$ cat src/sv/udrb_pkg.sv
// ----------------------------------------------------------------------------
// udrb_pkg
// Types, constants and address helpers of the dual serial ring buffer.
// ----------------------------------------------------------------------------
`timescale 1ns / 1ps

package udrb_pkg;

  localparam int DEPTH = 64;
  localparam int AW    = $clog2(DEPTH);
  localparam int CW    = $clog2(DEPTH + 1);
  localparam int SW    = CW + 1;

  typedef enum logic [1:0] {
    OP_WRITE    = 2'd0,
    OP_READ     = 2'd1,
    OP_RX       = 2'd2,
    OP_TX_READY = 2'd3
  } udrb_op_t;

  typedef struct packed {
    udrb_op_t    operation;
    logic [7:0]  data;
    logic [7:0]  block_size;
    logic        first;
  } udrb_in_t;

  typedef struct packed {
    logic [7:0]  data_out;
    logic        ok;
    logic        last;
    logic        tx_request;
    logic [6:0]  tx_fill;
    logic [6:0]  rx_fill;
    logic [15:0] tx_drop_count;
    logic [15:0] rx_drop_count;
  } udrb_out_t;

  // base + off modulo DEPTH, valid for off <= DEPTH
  function automatic logic [AW-1:0] wrap_add(input logic [AW-1:0] base,
                                             input logic [CW-1:0] off);
    logic [SW-1:0] s;
    s = SW'(base) + SW'(off);
    if (s >= SW'(DEPTH)) s = s - SW'(DEPTH);
    return s[AW-1:0];
  endfunction

endpackage

$ cat src/sv/udrb_ram.sv
// ----------------------------------------------------------------------------
// udrb_ram
// Byte store with one write port and one registered read port.
// ----------------------------------------------------------------------------
`timescale 1ns / 1ps

module udrb_ram #(
  parameter int WIDTH = 8,
  parameter int DEPTH = 64
) (
  input  logic                     clk,
  input  logic                     we,
  input  logic [$clog2(DEPTH)-1:0] waddr,
  input  logic [WIDTH-1:0]         wdata,
  input  logic                     re,
  input  logic [$clog2(DEPTH)-1:0] raddr,
  output logic [WIDTH-1:0]         rdata
);

  logic [WIDTH-1:0] mem [DEPTH];

  always_ff @(posedge clk) begin
    if (we) begin
      mem[waddr] <= wdata;
    end
  end

  always_ff @(posedge clk) begin
    if (re) begin
      rdata <= mem[raddr];
    end
  end

endmodule

$ cat src/sv/uart_dual_ring_buffer.sv
// ----------------------------------------------------------------------------
// uart_dual_ring_buffer
// Transmit and receive byte queues of a serial port with block admission.
// ----------------------------------------------------------------------------
// channel  | ports                      | handshake
// request  | start, busy, in_item       | taken when start && !busy
// result   | out_strobe, out_res        | one cycle per result, no back-pressure
//
// Every request gives its first result on the cycle after it is taken.
// A successful block read gives one byte per cycle from the receive memory;
// busy stays high until its last read is issued.
// All other requests leave busy low, and a new one may follow at once.
// Reset is synchronous; no clearing pass, the stores are valid only once written.
`timescale 1ns / 1ps

module uart_dual_ring_buffer (
  input  logic                clk,
  input  logic                rst_n,
  input  logic                start,
  output logic                busy,
  input  udrb_pkg::udrb_in_t  in_item,
  output logic                out_strobe,
  output udrb_pkg::udrb_out_t out_res
);
  import udrb_pkg::*;

  typedef enum logic {ST_IDLE, ST_READ} state_t;
  typedef enum logic [1:0] {SRC_ZERO, SRC_TX, SRC_RX} src_t;

  state_t        state_r, state_nxt;
  logic [AW-1:0] tx_head_r, tx_head_nxt;
  logic [CW-1:0] tx_count_r, tx_count_nxt;
  logic [15:0]   tx_drops_r, tx_drops_nxt;
  logic [AW-1:0] rx_head_r, rx_head_nxt;
  logic [CW-1:0] rx_count_r, rx_count_nxt;
  logic [15:0]   rx_drops_r, rx_drops_nxt;
  logic          req_en_r, req_en_nxt;
  logic [7:0]    wr_rem_r, wr_rem_nxt;
  logic [AW-1:0] rd_addr_r, rd_addr_nxt;
  logic [CW-1:0] rd_left_r, rd_left_nxt;
  logic          res_vld_r, res_vld_nxt;
  logic          res_ok_r, res_ok_nxt;
  logic          res_last_r, res_last_nxt;
  src_t          res_src_r, res_src_nxt;

  logic          tx_we, tx_re, rx_we, rx_re;
  logic [AW-1:0] tx_waddr, tx_raddr, rx_waddr, rx_raddr;
  logic [7:0]    tx_rdata, rx_rdata;
  logic [8:0]    tx_sum;
  logic          rd_ok;

  assign tx_sum = 9'(tx_count_r) + 9'(in_item.block_size);
  assign rd_ok  = (in_item.block_size != 8'd0)
               && (9'(rx_count_r) >= 9'(in_item.block_size))
               && (9'(in_item.block_size) <= 9'(DEPTH));

  always_comb begin
    state_nxt    = state_r;
    tx_head_nxt  = tx_head_r;
    tx_count_nxt = tx_count_r;
    tx_drops_nxt = tx_drops_r;
    rx_head_nxt  = rx_head_r;
    rx_count_nxt = rx_count_r;
    rx_drops_nxt = rx_drops_r;
    req_en_nxt   = req_en_r;
    wr_rem_nxt   = wr_rem_r;
    rd_addr_nxt  = rd_addr_r;
    rd_left_nxt  = rd_left_r;
    res_vld_nxt  = 1'b0;
    res_ok_nxt   = 1'b0;
    res_last_nxt = 1'b1;
    res_src_nxt  = SRC_ZERO;
    tx_we        = 1'b0;
    tx_waddr     = wrap_add(tx_head_r, tx_count_r);
    tx_re        = 1'b0;
    tx_raddr     = tx_head_r;
    rx_we        = 1'b0;
    rx_waddr     = wrap_add(rx_head_r, rx_count_r);
    rx_re        = 1'b0;
    rx_raddr     = rd_addr_r;

    unique case (state_r)
      ST_IDLE: begin
        if (start) begin
          res_vld_nxt = 1'b1;
          unique case (in_item.operation)
            OP_WRITE: begin
              if (in_item.first) begin
                wr_rem_nxt = 8'd0;
                if (in_item.block_size != 8'd0) begin
                  if (tx_sum < 9'(DEPTH)) begin
                    if (tx_count_r < CW'(DEPTH)) begin
                      tx_we        = 1'b1;
                      tx_count_nxt = tx_count_r + CW'(1);
                    end
                    wr_rem_nxt  = in_item.block_size - 8'd1;
                    req_en_nxt  = 1'b1;
                    res_ok_nxt  = 1'b1;
                  end else begin
                    tx_drops_nxt = tx_drops_r + 16'd1;
                  end
                end
              end else if (wr_rem_r != 8'd0) begin
                if (tx_count_r < CW'(DEPTH)) begin
                  tx_we        = 1'b1;
                  tx_count_nxt = tx_count_r + CW'(1);
                end
                wr_rem_nxt = wr_rem_r - 8'd1;
                res_ok_nxt = 1'b1;
              end
            end
            OP_READ: begin
              if (rd_ok) begin
                rx_re        = 1'b1;
                rx_raddr     = rx_head_r;
                rx_head_nxt  = wrap_add(rx_head_r, CW'(in_item.block_size));
                rx_count_nxt = rx_count_r - CW'(in_item.block_size);
                res_ok_nxt   = 1'b1;
                res_src_nxt  = SRC_RX;
                if (in_item.block_size != 8'd1) begin
                  res_last_nxt = 1'b0;
                  rd_addr_nxt  = wrap_add(rx_head_r, CW'(1));
                  rd_left_nxt  = CW'(in_item.block_size - 8'd1);
                  state_nxt    = ST_READ;
                end
              end
            end
            OP_RX: begin
              if (rx_count_r < CW'(DEPTH)) begin
                rx_we        = 1'b1;
                rx_count_nxt = rx_count_r + CW'(1);
                res_ok_nxt   = 1'b1;
              end else begin
                rx_drops_nxt = rx_drops_r + 16'd1;
              end
            end
            OP_TX_READY: begin
              if (tx_count_r != CW'(0)) begin
                tx_re        = 1'b1;
                tx_head_nxt  = wrap_add(tx_head_r, CW'(1));
                tx_count_nxt = tx_count_r - CW'(1);
                res_ok_nxt   = 1'b1;
                res_src_nxt  = SRC_TX;
              end else begin
                req_en_nxt = 1'b0;
              end
            end
            default: ;
          endcase
        end
      end
      ST_READ: begin
        rx_re        = 1'b1;
        rd_addr_nxt  = wrap_add(rd_addr_r, CW'(1));
        rd_left_nxt  = rd_left_r - CW'(1);
        res_vld_nxt  = 1'b1;
        res_ok_nxt   = 1'b1;
        res_src_nxt  = SRC_RX;
        res_last_nxt = (rd_left_r == CW'(1));
        if (rd_left_r == CW'(1)) begin
          state_nxt = ST_IDLE;
        end
      end
      default: state_nxt = ST_IDLE;
    endcase
  end

  always_ff @(posedge clk) begin
    if (!rst_n) begin
      state_r    <= ST_IDLE;
      tx_head_r  <= '0;
      tx_count_r <= '0;
      tx_drops_r <= '0;
      rx_head_r  <= '0;
      rx_count_r <= '0;
      rx_drops_r <= '0;
      req_en_r   <= 1'b0;
      wr_rem_r   <= '0;
      res_vld_r  <= 1'b0;
    end else begin
      state_r    <= state_nxt;
      tx_head_r  <= tx_head_nxt;
      tx_count_r <= tx_count_nxt;
      tx_drops_r <= tx_drops_nxt;
      rx_head_r  <= rx_head_nxt;
      rx_count_r <= rx_count_nxt;
      rx_drops_r <= rx_drops_nxt;
      req_en_r   <= req_en_nxt;
      wr_rem_r   <= wr_rem_nxt;
      res_vld_r  <= res_vld_nxt;
    end
    rd_addr_r  <= rd_addr_nxt;
    rd_left_r  <= rd_left_nxt;
    res_ok_r   <= res_ok_nxt;
    res_last_r <= res_last_nxt;
    res_src_r  <= res_src_nxt;
  end

  udrb_ram #(.WIDTH(8), .DEPTH(DEPTH)) u_tx_ram (
    .clk   (clk),
    .we    (tx_we),
    .waddr (tx_waddr),
    .wdata (in_item.data),
    .re    (tx_re),
    .raddr (tx_raddr),
    .rdata (tx_rdata)
  );

  udrb_ram #(.WIDTH(8), .DEPTH(DEPTH)) u_rx_ram (
    .clk   (clk),
    .we    (rx_we),
    .waddr (rx_waddr),
    .wdata (in_item.data),
    .re    (rx_re),
    .raddr (rx_raddr),
    .rdata (rx_rdata)
  );

  assign busy       = (state_r == ST_READ);
  assign out_strobe = res_vld_r;

  always_comb begin
    unique case (res_src_r)
      SRC_TX:  out_res.data_out = tx_rdata;
      SRC_RX:  out_res.data_out = rx_rdata;
      default: out_res.data_out = 8'd0;
    endcase
    out_res.ok            = res_ok_r;
    out_res.last          = res_last_r;
    out_res.tx_request    = req_en_r;
    out_res.tx_fill       = 7'(tx_count_r);
    out_res.rx_fill       = 7'(rx_count_r);
    out_res.tx_drop_count = tx_drops_r;
    out_res.rx_drop_count = rx_drops_r;
  end

endmodule

$ cat config.mk
export PLATFORM = sky130hd
export DESIGN_NAME = uart_dual_ring_buffer
export DESIGN_NICKNAME = d
export VERILOG_FILES = /design/src/sv/udrb_pkg.sv /design/src/sv/udrb_ram.sv /design/src/sv/uart_dual_ring_buffer.sv
export SDC_FILE = /design/constraint.sdc
export NUM_CORES = 2
export LEC_CHECK = 0
export ABC_AREA = 1
export BUFFER_PORTS_ARGS = -buffer_cell sky130_fd_sc_hd__buf_2
export CELL_PAD_IN_SITES_DETAIL_PLACEMENT = 0
export CELL_PAD_IN_SITES_GLOBAL_PLACEMENT = 1
export CORE_ASPECT_RATIO = 0.8
export CORE_MARGIN = 2
export CORE_UTILIZATION = 48
export CTS_CLUSTER_DIAMETER = 200
export DETAILED_ROUTE_END_ITERATION = 7
export GPL_ROUTABILITY_DRIVEN = 0
export HOLD_SLACK_MARGIN = 0.15
export PLACE_DENSITY_LB_ADDON = 0.1
export SLEW_MARGIN = 20
export SYNTH_ARGS = -nofsm -noshare
export SYNTH_HDL_FRONTEND = slang
export SYNTH_SLANG_ARGS = --single-unit
$ cat constraint.sdc
create_clock -name clk -period 3.8 [get_ports clk]
set_input_delay 0.76 -clock clk [delete_from_list [all_inputs] [get_ports clk]]
set_output_delay 0.76 -clock clk [all_outputs]
set_load 0.1 [all_outputs]
* Word-level counts from Yosys, hierarchy flattened
Memories as Yosys holds them, arrays and structs flattened. A register that Yosys moved wholly into a read port is not among the register bits.
Index checks and enable logic that the tools add are counted.
** Word-level totals
- RAM bits :: 1024
- Logic and storage cells :: 181
- Bits in latches :: 0
- Register bits after elaboration :: 86
- Memory bits (read-only) :: 0
- Output and inout port bits :: 59
- Memories kept :: 2
** Memories
- u_rx_ram.mem :: words 64, width 8, rd ports 1, clocked after Yosys merged registers in 1, wr ports 1, line udrb_ram.sv:20 : logic [WIDTH-1:0] mem [DEPTH];
- u_tx_ram.mem :: words 64, width 8, rd ports 1, clocked after Yosys merged registers in 1, wr ports 1, line udrb_ram.sv:20
** Cells by class
- Bitwise gates (word level) :: 3
- Shift operators :: 0
- Magnitude comparators :: 11
- Div/mod/pow operators :: 0
- Muxes and demuxes :: 89
- Multiply operators :: 0
- Reduce and logical (&&, ||, !) cells :: 18
- Equal/unequal tests :: 21
- $add $sub $neg :: 22
** Operators with widths (number)
- 6-bit 2-to-1 mux :: 14
- 7-bit 2-to-1 mux :: 12
- 1-bit 2-to-1 mux :: 43
- 7-bit one-hot mux with 2 select lines :: 3
- 6-bit by 1-bit subtractor with 6-bit output, second input constant :: 6
- 16-bit by 1-bit adder with 16-bit output, second input constant :: 2
- 8-bit 2-to-1 mux :: 4
- 6-bit by 7-bit adder with 8-bit output :: 3
- 8-bit by 7-bit greater-or-equal comparator with 1-bit output, second input constant :: 3
- 6-bit by 1-bit adder with 7-bit output, second input constant :: 3
- 7-bit greater-or-equal comparator, second input constant :: 3
- 2-bit != test, second input constant :: 10
- 4-bit AND reduction :: 5
- 8-bit one-hot mux with 2 select lines :: 1
- 8-bit nonzero test :: 2
- 8-bit by 1-bit subtractor with 8-bit output, second input constant :: 2
- 7-bit by 1-bit adder with 7-bit output, second input constant :: 2
- 7-bit less-than comparator, second input constant :: 2
- 7-bit AND reduction :: 2
- 7-bit by 1-bit subtractor with 7-bit output, second input constant :: 2
- 1-bit one-hot mux with 2 select lines :: 6
- 6-bit one-hot mux with 2 select lines :: 1
- 7-bit by 8-bit adder with 9-bit output :: 1
- 9-bit by 7-bit less-than comparator with 1-bit output, second input constant :: 1
- 19 further kinds :: 31

* Depth between registers and ports, before layout
- Depth after elaboration :: 10
- Gate-level depth with buffers :: 22
- Gate-level depth less buffers :: 21

* Hierarchy
Synthesis repeated with hierarchy kept, for this count alone.
** Unflattened totals
- Cells, all modules :: 4505
- Area, all modules :: 49025.8 um^2
** Modules (own cells, without submodules)
- udrb_ram (u_tx_ram) :: area an instance 21419.3 um^2, cells an instance 1805, seq. area each 15615.0 um^2, instances 1
- udrb_ram (u_rx_ram) :: area an instance 21371.7 um^2, cells an instance 1822, seq. area each 15615.0 um^2, instances 1
- uart_dual_ring_buffer :: area an instance 6234.7 um^2, cells an instance 878, seq. area each 1851.8 um^2, instances 1

* Least setup slack after synthesis
OpenSTA, ideal clock, no wires.
- Kind :: register to register
- From :: register rx_count_r[0]
- To :: register res_last_r
- Required time :: 3.587 ns
- Slack :: 0.286 ns
- Stages on the path, launching flop included :: 13
- Path buffers :: 1
- Arrival time :: 3.301 ns
- Clock period less this slack :: 3.514 ns
- Path through :: dfxtp_1 > inv_1 > ha_1 > nand2_1 > nor2_1 > nor2_1 > nand2_1 > nand2_1 > nand2_1 > nand4_4 > buf_6 > o21ai_0 > o21ai_0
** On the way
- Longest elaborated chain between the ends :: 7
** RTL lines
- from (decl) :: line uart_dual_ring_buffer.sv:35 : logic [CW-1:0] rx_count_r, rx_count_nxt;
- from (signal assigned) :: line uart_dual_ring_buffer.sv:186 : rx_count_r <= rx_count_nxt;
- 7-bit by 8-bit greater-or-equal comparator with 1-bit output :: line uart_dual_ring_buffer.sv:54 : && (9'(rx_count_r) >= 9'(in_item.block_size))
- 1-bit logical AND :: line uart_dual_ring_buffer.sv:54
- 1-bit logical AND :: line uart_dual_ring_buffer.sv:55 : && (9'(in_item.block_size) <= 9'(DEPTH));
- 1-bit 2-to-1 mux :: line uart_dual_ring_buffer.sv:113 : if (rd_ok) begin
- 1-bit 2-to-1 mux :: line uart_dual_ring_buffer.sv:86 : unique case (in_item.operation)
- 1-bit 2-to-1 mux :: line uart_dual_ring_buffer.sv:84 : if (start) begin
- 1-bit one-hot mux with 2 select lines :: line uart_dual_ring_buffer.sv:82 : unique case (state_r)
- named net res_last_nxt :: line uart_dual_ring_buffer.sv:43 : logic res_last_r, res_last_nxt;
- to (signal assigned) :: line uart_dual_ring_buffer.sv:195 : res_last_r <= res_last_nxt;
- to (decl) :: line uart_dual_ring_buffer.sv:43
The timed path passes the listed nets, and every way through them passes these cells.
A chain may end at the register's enable or synchronous reset.

* Worst setup path after layout
- From :: register rx_count_r[0]
- To :: register u_rx_ram.rdata[4], read port of u_rx_ram.mem, data pin
** On the way
- Longest elaborated chain between the ends :: 7
** RTL lines
- 7-bit by 8-bit greater-or-equal comparator with 1-bit output (*) :: line uart_dual_ring_buffer.sv:54
- 1-bit logical AND (*) :: line uart_dual_ring_buffer.sv:54
- 1-bit logical AND (*) :: line uart_dual_ring_buffer.sv:55
- 1-bit 2-to-1 mux or 6-bit 2-to-1 mux (tied branches) :: line uart_dual_ring_buffer.sv:113
- 1-bit 2-to-1 mux or 6-bit 2-to-1 mux (tied branches) :: line uart_dual_ring_buffer.sv:86
- 1-bit 2-to-1 mux or 6-bit 2-to-1 mux (tied branches) :: line uart_dual_ring_buffer.sv:84
- 1-bit one-hot mux with 2 select lines or 6-bit 2-to-1 mux (tied branches) :: line uart_dual_ring_buffer.sv:82
- to (decl) :: line udrb_ram.sv:17 : output logic [WIDTH-1:0] rdata
Every way passes the cells marked *; elsewhere a longest branch is shown, timed or not.

==> results.sh <==
export IMPL_path_depth=19
export IMPL_required_ps=4260
export IMPL_synth_edf_count=1053
export IMPL_regToRegEndpoint="u_rx_ram.rdata[4]"
export IMPL_relSlewSlack_pct=40.5
export IMPL_synthCells=4372
export IMPL_yosys_area_share_simple_pct=17.8
export IMPL_clock_sinks=1126
export IMPL_die_w_um=361
export IMPL_grt_pass1_vias=32200
export IMPL_async_flop_share_pct=0
export IMPL_crit_type="flop to flop"
export IMPL_clkTransAtPathRegs_ps=60
export IMPL_cp_slowest_cell="dfxtp_1"
export IMPL_worstMarginPinSlew_ps=892
export IMPL_core_area_sq_um=101000
export IMPL_num_vias=33600
export IMPL_firstDrtPassIters=6
export IMPL_highest_layer="met4"
export IMPL_post_cts_buffers=0
export IMPL_wl_met3_mm=8.37
export IMPL_fp_row_count=104
export IMPL_clk_latency_ps=730
export IMPL_antenna_found_initial=2
export IMPL_netlist_area_leader_share_pct=64.4
export IMPL_final_antenna_net_count=0
export IMPL_port_buffers=80
export IMPL_wl_mm=135
export IMPL_ys_flop_type="edfxtp_1"
export IMPL_wl_met1_mm=60.9
export IMPL_cpPeakStageDelay_ps=410
export IMPL_yosys_area_top_type="edfxtp_1"
export IMPL_start_kind="flop"
export IMPL_muxShareOfSynthArea_pct=0.0204
export IMPL_synth_xor_area_share_pct=0.750
export IMPL_syn_nets=4455
export IMPL_cp_top_family="simple AND/OR/NAND/NOR gates"
export IMPL_setup_viol=0
export IMPL_skew_ps=32.5
export IMPL_max_freq_mhz=298
export IMPL_drt_iter0_drc=3381
export IMPL_final_util_pct=55.9
export IMPL_cts_buffers_inserted=113
export IMPL_grt_total_usage_pct=25.7
export IMPL_postCtsHoldBufs=0
export IMPL_fillCellCount=8498
export IMPL_status="completed"
export IMPL_ir_drop_v=0.000390
export IMPL_regToRegSetupSlack_ps=440
export IMPL_seq_area_frac_synth_pct=67.4
export IMPL_synthAdderAreaFrac_pct=1.63
export IMPL_drc=0
export IMPL_period_share_pct=88.4
export IMPL_holdCritPathClass="input port to flop"
export IMPL_r2r_start="rx_count_r[0]"
export IMPL_synth_top_family_by_area="simple AND/OR/NAND/NOR gates"
export IMPL_dr_wl_met2_mm=63.5
export IMPL_critPathLaunch="rx_count_r[0]"
export IMPL_die_height_um=290
export IMPL_leakage_uw=0.0208
export IMPL_fin_nets=4677
export IMPL_crit_buf_inv=3
export IMPL_vias_per_cell=5.58
export IMPL_grt_max_degree=130
export IMPL_hpwl_mm=83.5
export IMPL_crit_arrival_ps=3820
export IMPL_cts_tree="yes"
export IMPL_syn2layout_area_growth_pct=15.1
export IMPL_final_hold_viol_count=0
export IMPL_synth_compound_area_share_pct=6.85
export IMPL_syn_cell_area_sq_um=49100
export IMPL_die_area_sq_um=105000
export IMPL_synth_seq_cells=1126
export IMPL_cts_resized=0
export IMPL_grt_pass1_wl_mm=204
export IMPL_pre_cts_slack_ps=-31.7
export IMPL_drive_above_1_share_pct=12.1
export IMPL_initial_utilization_pct=48.6
export IMPL_grt_remaining_overflow=0
export IMPL_fin_crit_ps=3360
export IMPL_wire_per_inst_um=22.5
export IMPL_yosysWarnings=0
export IMPL_synthTopCellsByArea="edfxtp_1 (64%), nand3_1 (5.6%), nand2_1 (4.4%), nor2_1 (3.7%), o21ai_0 (3.2%)"
export IMPL_htreeDepth=3
export IMPL_power_density_nw_per_um2=471
export IMPL_end_kind="flop"
export IMPL_finalPower_uw=26600
export IMPL_ctsLongestPathBuffers=3
export IMPL_cts_root_buffer="clkbuf_16"
export IMPL_rsz0062_at_grt="no"
export IMPL_syn_avg_cell_area_sq_um=11.2
export IMPL_worstPathCellList="inv_1 > ha_1 > nand2_1 > nor2_1 > nor2_1 > nand2_1 > nand2_1 > nand2_1 > nand4_4 > nand2_8 > buf_12 > buf_4 > nand3b_1 > nand3_1 > nand3_1 > nand3_1 > nand3_1 > nand3_1 > nand2_1"
export IMPL_worst_path_max_fanout=48
export IMPL_endpoint="u_rx_ram.rdata[4]"
export IMPL_r2r_cells=19
export IMPL_slew_violations=0
export IMPL_cap_violations=0
export IMPL_fin_ws_ps=439
export IMPL_io_pins=81
export IMPL_ys_types=50
## Yosys cell counts, types with 51 or more instances
master,number
clkbuf_1,158
nor2_1,487
o21ai_0,317
nand3b_1,193
a21oi_1,82
dfxtp_1,73
nand2_1,572
edfxtp_1,1053
o22ai_1,77
buf_2,63
o221ai_1,51
inv_1,407
nand3_1,549
ha_1,56
## report_power, final
part | internal [uW] | switching (uW)
logic | 378 | 1120
registers | 13600 | 47.5
clock network | 6600 | 4850
total | 20600 | 6010
## sequential cells by signal (all words and copies together) (netlist names), 2 cells and up
name / flops
u_rx_ram.mem: 512
u_tx_ram.mem: 512
rx_head_r: 6
tx_count_r: 7
rx_count_r: 7
rd_addr_r: 6
res_src_r: 2
tx_drops_r: 16
u_rx_ram.rdata: 8
tx_head_r: 6
rx_drops_r: 16
wr_rem_r: 8
rd_left_r: 7
u_tx_ram.rdata: 8
## layout by cell type (no fill, tap or decap), types with 51 or more instances in the layout
cell type,count
edfxtp_1,1053
nand2_1,572
nand3_1,549
nor2_1,486
inv_1,405
o21ai_0,316
buf_4,252
nand3b_1,193
clkbuf_16,113
a21oi_1,82
o22ai_1,77
buf_2,72
dfxtp_1,70
ha_1,56
o221ai_1,51
## logic make-up after synthesis
group                    Yosys count
AO/OA/AOI/OAI                    584
XOR/XNOR                          42
adder cells (fa/ha/maj)           61
buffers and inverters            675
flip-flops                      1126
multiplexers                       1
AND/OR/NAND/NOR                 1883
## metal layers
layer / track usage (%) / up-vias
met4: 5.58 / 0
met5: 0 / -
met2: 41.2 / 981
met1: 37.3 / 16600
met3: 3.84 / 176
li1: - / 15900
## cell type report
cell class / instances / area, sq um / area share (%)
Multi-Input combinational cell: 2571 / 13300 / 23.6
Timing Repair Buffer: 362 / 3010 / 5.33
Inverter: 420 / 1580 / 2.80
Tap cell: 1325 / 1660 / 2.94
Clock buffer: 129 / 2910 / 5.15
Antenna cell: 1 / 2.50 / 0.00443
Clock inverter: 84 / 906 / 1.60
Sequential cell: 1126 / 33100 / 58.6
## through the flow
step,instance area (sq um),TNS [ps],cells,hold WS (ps)
floorplan,49100,0,4372,455
global placement,52700,-185,5804,440
detailed placement,52700,-47.7,5804,447
CTS,56500,0,6017,377
global route,56500,0,6017,423
finish,56500,0,6018,421
## tightest hold or removal path: stages
cell,delay (ps)
buf_2,70
inv_1,100
a21oi_1,160
## worst min path at each step
| stage | from | to | depth (start not counted) |
|---|---|---|---|
| finish | start | out_strobe | 3 |
| floorplan | rx_head_r[5] | rx_head_r[5] | 1 |
| global placement | rx_drops_r[15] | rx_drops_r[15] | 1 |
| CTS | start | out_strobe | 3 |
| global route | start | res_ok_r | 3 |
| detailed placement | rx_drops_r[15] | rx_drops_r[15] | 1 |
Power figures use the tool's default switching activity.
